$ cat config.mk
export PLATFORM = sky130hd
export DESIGN_NAME = rational_arith_reduce
export DESIGN_NICKNAME = d
export VERILOG_FILES = /design/src/hdl/rar_pkg.sv /design/src/hdl/rar_front.sv /design/src/hdl/rar_queue.sv /design/src/hdl/rar_back.sv /design/src/hdl/rational_arith_reduce.sv
export SDC_FILE = /design/constraint.sdc
export NUM_CORES = 2
export LEC_CHECK = 0
export BUFFER_PORTS_ARGS = -buffer_cell sky130_fd_sc_hd__buf_2
export CAP_MARGIN = 20
export CORE_MARGIN = 3
export CORE_UTILIZATION = 50
export CTS_BUF_LIST = sky130_fd_sc_hd__clkbuf_4
export CTS_CLUSTER_DIAMETER = 100
export DETAILED_ROUTE_END_ITERATION = 6
export HOLD_SLACK_MARGIN = 0.15
export PLACE_DENSITY = 0.68
export SYNTH_ARGS = -nofsm -noshare
export SYNTH_HDL_FRONTEND = slang
export SYNTH_SLANG_ARGS = --single-unit
export TNS_END_PERCENT = 50
$ cat constraint.sdc
create_clock -name clk -period 8.5 [get_ports clk]
set_input_delay 1.275 -clock clk [delete_from_list [all_inputs] [get_ports clk]]
set_output_delay 1.275 -clock clk [all_outputs]
set_load 0.01 [all_outputs]
$ cat src/hdl/rar_pkg.sv
// Package for the rational arithmetic reducer: payload types, codes and widths.
package rar_pkg;

  localparam int OPW = 16;
  localparam int MW  = 2 * OPW;

  typedef enum logic [1:0] {
    FN_ADD = 2'd0,
    FN_SUB = 2'd1,
    FN_MUL = 2'd2,
    FN_DIV = 2'd3
  } func_t;

  typedef struct packed {
    logic [1:0]            func;
    logic signed [OPW-1:0] a_num;
    logic [OPW-2:0]        a_den;
    logic signed [OPW-1:0] b_num;
    logic [OPW-2:0]        b_den;
  } in_item_t;

  typedef struct packed {
    logic signed [31:0] res_num;
    logic [30:0]        res_den;
    logic               status;
  } out_item_t;

  // Classified job handed from the front part to the back part.
  typedef struct packed {
    logic          neg;
    logic          err;
    logic          zero;
    logic [MW-1:0] nm;
    logic [MW-1:0] dm;
  } job_t;

  typedef enum logic [2:0] {
    ST_IDLE,
    ST_GCD,
    ST_DIVN,
    ST_DIVD,
    ST_OUT
  } bst_t;

endpackage

$ cat src/hdl/rar_front.sv
// Front part: forms cross products and classifies each item into a job.
module rar_front (
  input  logic               clk,
  input  logic               rst_n,
  input  logic               in_valid,
  output logic               in_stall,
  input  rar_pkg::in_item_t  in_data,
  output logic               job_valid,
  input  logic               job_stall,
  output rar_pkg::job_t      job_data
);

  localparam int W = rar_pkg::OPW;
  localparam int M = rar_pkg::MW;

  // Stage one registers the signs and products; stage two combines them.
  logic          s1_v_r, s1_v_nxt;
  logic [1:0]    s1_f_r;
  logic          s1_sa_r, s1_sb_r;
  logic [M-1:0]  s1_p_r, s1_q_r, s1_d_r;
  logic          s2_v_r, s2_v_nxt;
  rar_pkg::job_t s2_r, s2_nxt;

  logic         sa, sb;
  logic [W-1:0] ma, mb;
  logic [M-1:0] p, q, d;
  logic         s1_adv, s2_adv;

  always_comb begin
    sa = in_data.a_num[W-1];
    sb = in_data.b_num[W-1];
    ma = sa ? W'(-in_data.a_num) : W'(in_data.a_num);
    mb = sb ? W'(-in_data.b_num) : W'(in_data.b_num);
    p  = M'(ma) * M'(in_data.b_den);
    d  = M'(in_data.a_den) * M'(in_data.b_den);
    q  = M'(mb) * M'(in_data.a_den);
    if (in_data.func == rar_pkg::FN_MUL) begin
      p = M'(ma) * M'(mb);
    end else if (in_data.func == rar_pkg::FN_DIV) begin
      d = M'(in_data.a_den) * M'(mb);
    end
  end

  assign s2_adv   = !s2_v_r || !job_stall;
  assign s1_adv   = !s1_v_r || s2_adv;
  assign in_stall = !s1_adv;

  always_comb begin
    logic sq;
    sq = (s1_f_r == rar_pkg::FN_SUB) ? !s1_sb_r : s1_sb_r;
    s2_nxt.dm  = s1_d_r;
    s2_nxt.err = (s1_d_r == '0);
    if (s1_f_r == rar_pkg::FN_ADD || s1_f_r == rar_pkg::FN_SUB) begin
      if (s1_sa_r == sq) begin
        s2_nxt.nm  = s1_p_r + s1_q_r;
        s2_nxt.neg = s1_sa_r;
      end else if (s1_p_r >= s1_q_r) begin
        s2_nxt.nm  = s1_p_r - s1_q_r;
        s2_nxt.neg = s1_sa_r;
      end else begin
        s2_nxt.nm  = s1_q_r - s1_p_r;
        s2_nxt.neg = sq;
      end
    end else begin
      s2_nxt.nm  = s1_p_r;
      s2_nxt.neg = s1_sa_r ^ s1_sb_r;
    end
    s2_nxt.zero = (s2_nxt.nm == '0);
  end

  assign s1_v_nxt = s1_adv ? in_valid : s1_v_r;
  assign s2_v_nxt = s2_adv ? s1_v_r : s2_v_r;

  always_ff @(posedge clk) begin
    if (!rst_n) begin
      s1_v_r <= 1'b0;
      s2_v_r <= 1'b0;
    end else begin
      s1_v_r <= s1_v_nxt;
      s2_v_r <= s2_v_nxt;
    end
    if (s1_adv && in_valid) begin
      s1_f_r  <= in_data.func;
      s1_sa_r <= sa;
      s1_sb_r <= sb;
      s1_p_r  <= p;
      s1_q_r  <= q;
      s1_d_r  <= d;
    end
    if (s2_adv && s1_v_r) begin
      s2_r <= s2_nxt;
    end
  end

  assign job_valid = s2_v_r;
  assign job_data  = s2_r;

  a_hold: assert property (@(posedge clk) disable iff (!rst_n)
    s2_v_r && job_stall |=> s2_v_r && $stable(s2_r))
    else $error("front job changed while stalled");
  a_s1: assert property (@(posedge clk) disable iff (!rst_n)
    in_valid && !in_stall |=> s1_v_r)
    else $error("accepted item lost in front stage");
  a_err: assert property (@(posedge clk) disable iff (!rst_n)
    s2_v_r |-> s2_r.err == (s2_r.dm == '0))
    else $error("error class mismatch");

endmodule

$ cat src/hdl/rar_queue.sv
// Two-entry job queue between the front part and the back part.
module rar_queue (
  input  logic          clk,
  input  logic          rst_n,
  input  logic          wr_valid,
  output logic          wr_stall,
  input  rar_pkg::job_t wr_data,
  output logic          rd_valid,
  input  logic          rd_stall,
  output rar_pkg::job_t rd_data
);

  rar_pkg::job_t mem_r [2];
  logic       wp_r, wp_nxt, rp_r, rp_nxt;
  logic [1:0] cnt_r, cnt_nxt;
  logic       wr_go, rd_go;

  assign wr_stall = (cnt_r == 2'd2);
  assign rd_valid = (cnt_r != 2'd0);
  assign rd_data  = mem_r[rp_r];
  assign wr_go    = wr_valid && !wr_stall;
  assign rd_go    = rd_valid && !rd_stall;
  assign wp_nxt   = wr_go ? !wp_r : wp_r;
  assign rp_nxt   = rd_go ? !rp_r : rp_r;
  assign cnt_nxt  = cnt_r + 2'(wr_go) - 2'(rd_go);

  always_ff @(posedge clk) begin
    if (!rst_n) begin
      wp_r  <= 1'b0;
      rp_r  <= 1'b0;
      cnt_r <= 2'd0;
    end else begin
      wp_r  <= wp_nxt;
      rp_r  <= rp_nxt;
      cnt_r <= cnt_nxt;
    end
    if (wr_go) begin
      mem_r[wp_r] <= wr_data;
    end
  end

  a_cnt: assert property (@(posedge clk) disable iff (!rst_n) cnt_r != 2'd3)
    else $error("queue count out of range");
  a_ptr: assert property (@(posedge clk) disable iff (!rst_n)
    (cnt_r == 2'd1) |-> (wp_r != rp_r))
    else $error("queue pointers disagree with count");
  a_full: assert property (@(posedge clk) disable iff (!rst_n)
    (cnt_r == 2'd2) |-> (wp_r == rp_r))
    else $error("full queue pointers disagree");

endmodule

$ cat src/hdl/rar_back.sv
// Back part: binary GCD, two restoring divisions and the result register.
module rar_back (
  input  logic               clk,
  input  logic               rst_n,
  input  logic               job_valid,
  output logic               job_stall,
  input  rar_pkg::job_t      job_data,
  output logic               out_valid,
  input  logic               out_stall,
  output rar_pkg::out_item_t out_data
);

  localparam int M  = rar_pkg::MW;
  localparam int CW = $clog2(M + 1);

  rar_pkg::bst_t st_r, st_nxt;
  logic [M-1:0]  x_r, x_nxt, y_r, y_nxt;     // GCD operands
  logic [CW-1:0] k_r, k_nxt;                 // common power of two
  logic [M-1:0]  nm_r, nm_nxt, dm_r, dm_nxt;
  logic          neg_r, neg_nxt;
  logic [M-1:0]  quo_r, quo_nxt, rem_r, rem_nxt;
  logic [CW-1:0] bit_r, bit_nxt;
  logic [M-1:0]  g_r, g_nxt;
  logic [M-1:0]  nq_r, nq_nxt;
  rar_pkg::out_item_t res_r, res_nxt;
  logic [M:0]    trial;
  logic [M-1:0]  rsh;
  logic [M-1:0]  dq;

  assign job_stall = (st_r != rar_pkg::ST_IDLE);
  assign out_valid = (st_r == rar_pkg::ST_OUT);
  assign out_data  = res_r;
  assign rsh   = {rem_r[M-2:0], quo_r[M-1]};
  assign trial = {1'b0, rsh} - {1'b0, g_r};
  assign dq    = {quo_r[M-2:0], !trial[M]};

  always_comb begin
    st_nxt = st_r; x_nxt = x_r; y_nxt = y_r; k_nxt = k_r;
    nm_nxt = nm_r; dm_nxt = dm_r; neg_nxt = neg_r;
    quo_nxt = quo_r; rem_nxt = rem_r; bit_nxt = bit_r;
    g_nxt = g_r; nq_nxt = nq_r; res_nxt = res_r;
    case (st_r)
      rar_pkg::ST_IDLE: begin
        if (job_valid) begin
          nm_nxt = job_data.nm; dm_nxt = job_data.dm; neg_nxt = job_data.neg;
          x_nxt = job_data.nm; y_nxt = job_data.dm; k_nxt = '0;
          if (job_data.err) begin
            res_nxt = '{res_num: '0, res_den: '0, status: 1'b1};
            st_nxt  = rar_pkg::ST_OUT;
          end else if (job_data.zero) begin
            res_nxt = '{res_num: '0, res_den: 31'd1, status: 1'b0};
            st_nxt  = rar_pkg::ST_OUT;
          end else begin
            st_nxt = rar_pkg::ST_GCD;
          end
        end
      end
      rar_pkg::ST_GCD: begin
        // Stein's algorithm: one shift, or one subtract and shift, per cycle.
        if (x_r == y_r) begin
          g_nxt   = x_r << k_r;
          quo_nxt = nm_r; rem_nxt = '0; bit_nxt = '0;
          st_nxt  = rar_pkg::ST_DIVN;
        end else if (!x_r[0] && !y_r[0]) begin
          x_nxt = x_r >> 1; y_nxt = y_r >> 1; k_nxt = k_r + 1'b1;
        end else if (!x_r[0]) begin
          x_nxt = x_r >> 1;
        end else if (!y_r[0]) begin
          y_nxt = y_r >> 1;
        end else if (x_r > y_r) begin
          x_nxt = (x_r - y_r) >> 1;
        end else begin
          y_nxt = (y_r - x_r) >> 1;
        end
      end
      rar_pkg::ST_DIVN, rar_pkg::ST_DIVD: begin
        rem_nxt = trial[M] ? rsh : trial[M-1:0];
        quo_nxt = dq;
        bit_nxt = bit_r + 1'b1;
        if (bit_r == CW'(M - 1)) begin
          bit_nxt = '0;
          if (st_r == rar_pkg::ST_DIVN) begin
            nq_nxt = dq; quo_nxt = dm_r; rem_nxt = '0;
            st_nxt = rar_pkg::ST_DIVD;
          end else begin
            res_nxt.res_num = neg_r ? 32'(-nq_r) : 32'(nq_r);
            res_nxt.res_den = 31'(dq);
            res_nxt.status  = 1'b0;
            st_nxt = rar_pkg::ST_OUT;
          end
        end
      end
      rar_pkg::ST_OUT: begin
        if (!out_stall) st_nxt = rar_pkg::ST_IDLE;
      end
      default: st_nxt = rar_pkg::ST_IDLE;
    endcase
  end

  always_ff @(posedge clk) begin
    if (!rst_n) begin
      st_r <= rar_pkg::ST_IDLE;
    end else begin
      st_r <= st_nxt;
    end
    x_r <= x_nxt; y_r <= y_nxt; k_r <= k_nxt;
    nm_r <= nm_nxt; dm_r <= dm_nxt; neg_r <= neg_nxt;
    quo_r <= quo_nxt; rem_r <= rem_nxt; bit_r <= bit_nxt;
    g_r <= g_nxt; nq_r <= nq_nxt; res_r <= res_nxt;
  end

  a_hold: assert property (@(posedge clk) disable iff (!rst_n)
    out_valid && out_stall |=> out_valid && $stable(res_r))
    else $error("result changed while stalled");
  a_gcd: assert property (@(posedge clk) disable iff (!rst_n)
    st_r == rar_pkg::ST_GCD |-> x_r != '0 && y_r != '0)
    else $error("GCD operand reached zero");
  a_take: assert property (@(posedge clk) disable iff (!rst_n)
    st_r == rar_pkg::ST_IDLE && job_valid |=> st_r != rar_pkg::ST_IDLE)
    else $error("job accepted but not started");

endmodule

$ cat src/hdl/rational_arith_reduce.sv
// Top level of the rational arithmetic reducer.
// Usage: an item on in_data (func, a_num/a_den, b_num/b_den) is taken at a
// rising edge with in_valid high and in_stall low. One result item per input
// item appears on out_data (res_num, res_den, status) with out_valid, and is
// taken when out_stall is low. Results keep input order.
// Path: an item passes the front stages and the queue, then the back part: a
// binary GCD (one shift or subtract per step) followed by two 32-bit
// restoring divisions, which the back part runs on one item at a time.
// Throughput is set by the single shared divide and GCD datapath in the back
// part; zero results and division by a zero fraction skip the GCD and divisions.
// A two-entry queue lets the front take new items while the back works.
// A synchronous active-low reset empties all stages and the queue.
// While out_stall is high the result holds steady and the back part waits;
// the front fills the queue and its own stages until full, then raises in_stall.
module rational_arith_reduce (
  input  logic               clk,
  input  logic               rst_n,
  input  logic               in_valid,
  output logic               in_stall,
  input  rar_pkg::in_item_t  in_data,
  output logic               out_valid,
  input  logic               out_stall,
  output rar_pkg::out_item_t out_data
);

  logic          fq_valid, fq_stall, qb_valid, qb_stall;
  rar_pkg::job_t fq_data, qb_data;

  rar_front u_front (
    .clk, .rst_n, .in_valid, .in_stall, .in_data,
    .job_valid(fq_valid), .job_stall(fq_stall), .job_data(fq_data)
  );

  rar_queue u_queue (
    .clk, .rst_n,
    .wr_valid(fq_valid), .wr_stall(fq_stall), .wr_data(fq_data),
    .rd_valid(qb_valid), .rd_stall(qb_stall), .rd_data(qb_data)
  );

  rar_back u_back (
    .clk, .rst_n,
    .job_valid(qb_valid), .job_stall(qb_stall), .job_data(qb_data),
    .out_valid, .out_stall, .out_data
  );

endmodule

==> run metrics <==
CTS Buffer Depth=3; Die Ht=about 370 um; Final Hold Violating Endpoints=0; unrepaired setup endpoints after global routing=false; Clock Tree Root=clkbuf_4; synthesized area=about 68000 um^2; reg-to-reg slack, setup=2.11 ns; RePlAce Congestion=just under 1; Cells after Synth=about 7.0k; CP Launch Point=in_data[15]; H-Tree Depth=4; FF+latch count, synth=approximately 640; TritonCTS Buffers=between 150 and 200; Worst R2R Start=u_front.s1_q_r[10]$_DFFE_PP_; wire per inst=20.6 um; port buffer count=around 130; num rows=between 100 and 150; I/O Pins=approximately 130; Hold Crit Depth=0; Layout area overhead=10.7%; min cycle time layout=approximately 8 ns; Worst EP required=about 9.3 ns; syn_nets=roughly 8.4k; overflow left after global routing=0; run status=finished, final reports clean; worst hold slack=approximately 0.41 ns; worst flop-to-flop path endpoint=u_front.job_data[64]$_DFFE_PP_; chip width=~370 um; Cell Count, Final, Fillers Out=between 9k and 10k; Die Area=140000 um^2; nets@finish=approximately 8.7k; CP arrival=approximately 8.8 ns; largest net degree at the start of global routing=97; Global Route Usage Sum=about 27%; maxcap violations=0; TritonCTS sink count=~640; largest stage delay on the critical path=between 0.5 and 0.6 ns; Worst path slowest cell=fa_1; Worst R2R Path Depth=16; Worst Clk Skew=approximately 0.070 ns; final worst slack=between 0.4 and 0.5 ns; CTS tree=done; Seq/Total Area, Yosys=between 20 and 30%; HPWL reported at the end of detailed placement=152 mm; fmax=0.124 GHz; Placed Cells=around 9.0k; Max FO, Critical Path=9; Tightest Hold Check Type=reg -> reg; final WL=191 mm; most frequent cell on the critical path=fa_1; initial antenna violation count=9; CORE AREA=134000 um^2; number of DRC markers in iteration 0=~4.2k; Core Util, Final=~56%; vias in the first global route=~53k; Crit Path Class=in -> reg; Starting Density=between 50% and 60%; Slew headroom=31.4%; Synth Flop Type=edfxtp_1; DRC viols=0; wire length of the first global-routing pass=around 300 mm; share of cells above drive strength 1=a little over an eighth; TritonRoute pass-1 iters=5; ANT nets after route=0; hold path start=u_front.job_data[38]$_DFFE_PP_; CP Launch Type=input pin; synth unique cells=88; Synth async-reset ratio=0%; Post-CTS Hold Buffers=0; Critical Path End=u_front.s1_d_r[27]$_DFFE_PP_; latest clock arrival within the worst-skew pair=around 1 ns; Place WS=-0.558 ns; Vias=between 50k and 60k; syn avg cell area=a little under 10 um^2; setup violators final=0; clk slew on worst S/H paths=approximately 0.07 ns; Slew @ Worst Pin=between 1 and 1.5 ns; vias per cell=~5.6; Post-synth EDFFs=roughly 630; final period utilization=95.0%; crit end category=register; Final Max Slew Viols=0; Ys Warns=0
==> worst min path at each step <==
stage,to
3_5_place_dp,u_queue.mem_r[1][2]$_DFFE_PP_
6_report,u_queue.mem_r[0][37]$_DFFE_PP_
4_1_cts,u_front.s1_v_r$_SDFFE_PN0N_
5_1_grt,u_queue.mem_r[0][32]$_DFFE_PP_
2_1_floorplan,u_queue.mem_r[0][0]$_DFFE_PP_
3_3_place_gp,u_queue.mem_r[0][42]$_DFFE_PP_
==> Yosys cell counts, drive strengths merged (89+ instances only) <==
master,n,area share [%]
fa,727,21
a21oi,279,2.1
inv,1034,5.7
xor2,114,1.5
o21ai,234,1.7
clkbuf,317,1.8
mux2i,89,1.3
edfxtp,626,28
xnor2,174,2.2
a21o,120,1.3
nand2,810,4.5
ha,583,11
nor2,510,2.8
and2,413,3.8
==> layer usage <==
layer | wire [um] | track usage [%]
met4 | 10100 | 13.6
met2 | 89000 | 44.5
met3 | 12800 | 4.11
met1 | 79000 | 35.8
met5 | 87 | 0
==> through the flow <==
stage               cell area [um^2]  setup TNS, ns
finish                         75100              0
floorplan                      68000         -0.546
detailed placement             73000         -10.99
CTS                            75100              0
global route                   75100              0
global placement               73000          -8.78
==> kinds of logic (layout without fill, tap and decap cells) <==
kind of cell / count (synthesis) / after routing / synth area share, %
other: 0 / 4 / 0
adders and majority gates: 1310 / 1310 / 32.2
buffers and inverters: 1392 / 1861 / 7.76
AOI/OAI and AO/OA: 1051 / 1051 / 10.0
muxes: 188 / 188 / 3.33
and+or+nand+nor: 2162 / 2162 / 15.0
DFF: 636 / 636 / 28.0
xor gates and xnor gates: 288 / 288 / 3.72
==> layout by cell type (no fill, tap or decap), drive strengths merged, types with 46 or more instances in the layout <==
cell / count
xor2: 114
xnor2: 174
mux2i: 89
o21ai: 234
ha: 583
nand2: 810
o21a: 46
nand2b: 48
a211oi: 46
buf: 534
clkbuf: 218
nor2: 510
mux2: 77
nor2b: 59
a21oi: 279
a221oi: 48
a21o: 120
clkinv: 64
nor3: 74
a31oi: 50
inv: 1041
nand3: 66
and2: 413
edfxtp: 626
fa: 727
==> worst max-delay path, delay by kind of cell <==
family                   cells  cell delay [ns]
buffers and inverters        5             0.36
AND/OR/NAND/NOR              5             1.61
multiplexers                 1             0.26
XOR/XNOR                     2             0.57
adder cells (fa/ha/maj)      7             2.95
AO/OA/AOI/OAI               11             1.80
==> what timing repair did <==
action                     in CTS  in global routing
setup buffers                   0                  0
resized for setup               0                  3
setup endpoints to repair       0                  2
==> registers in the layout, indices dropped and copies added (netlist names), 2 cells and up, named ones only <==
signal,count
u_front.s1_d_r,31
u_back.nm_r,32
u_queue.mem_r,132
u_front.s1_f_r,2
u_back.x_r,32
u_back.quo_r,32
u_front.s1_p_r,32
u_front.s1_q_r,31
u_back.out_data,64
u_back.k_r,6
u_back.st_r,3
u_back.rem_r,31
u_back.bit_r,6
u_front.job_data,66
u_back.y_r,31
u_back.g_r,32
u_back.nq_r,32
u_queue.cnt_r,2
u_back.dm_r,31
==> layout make-up <==
cell class / count / area [um^2]
Inverter: 1036 / 3890
Antenna cell: 4 / 10.0
Sequential cell: 636 / 19000
Multi-Input combinational cell: 4999 / 44000
Fill cell: 12000 / 59000
Tap cell: 1768 / 2210
Clock inverter: 73 / 464
Timing Repair Buffer: 534 / 3860
Clock buffer: 218 / 1640
Power is not shown: default switching activity piles up to over one toggle a cycle in this logic, so the estimate is an artifact.
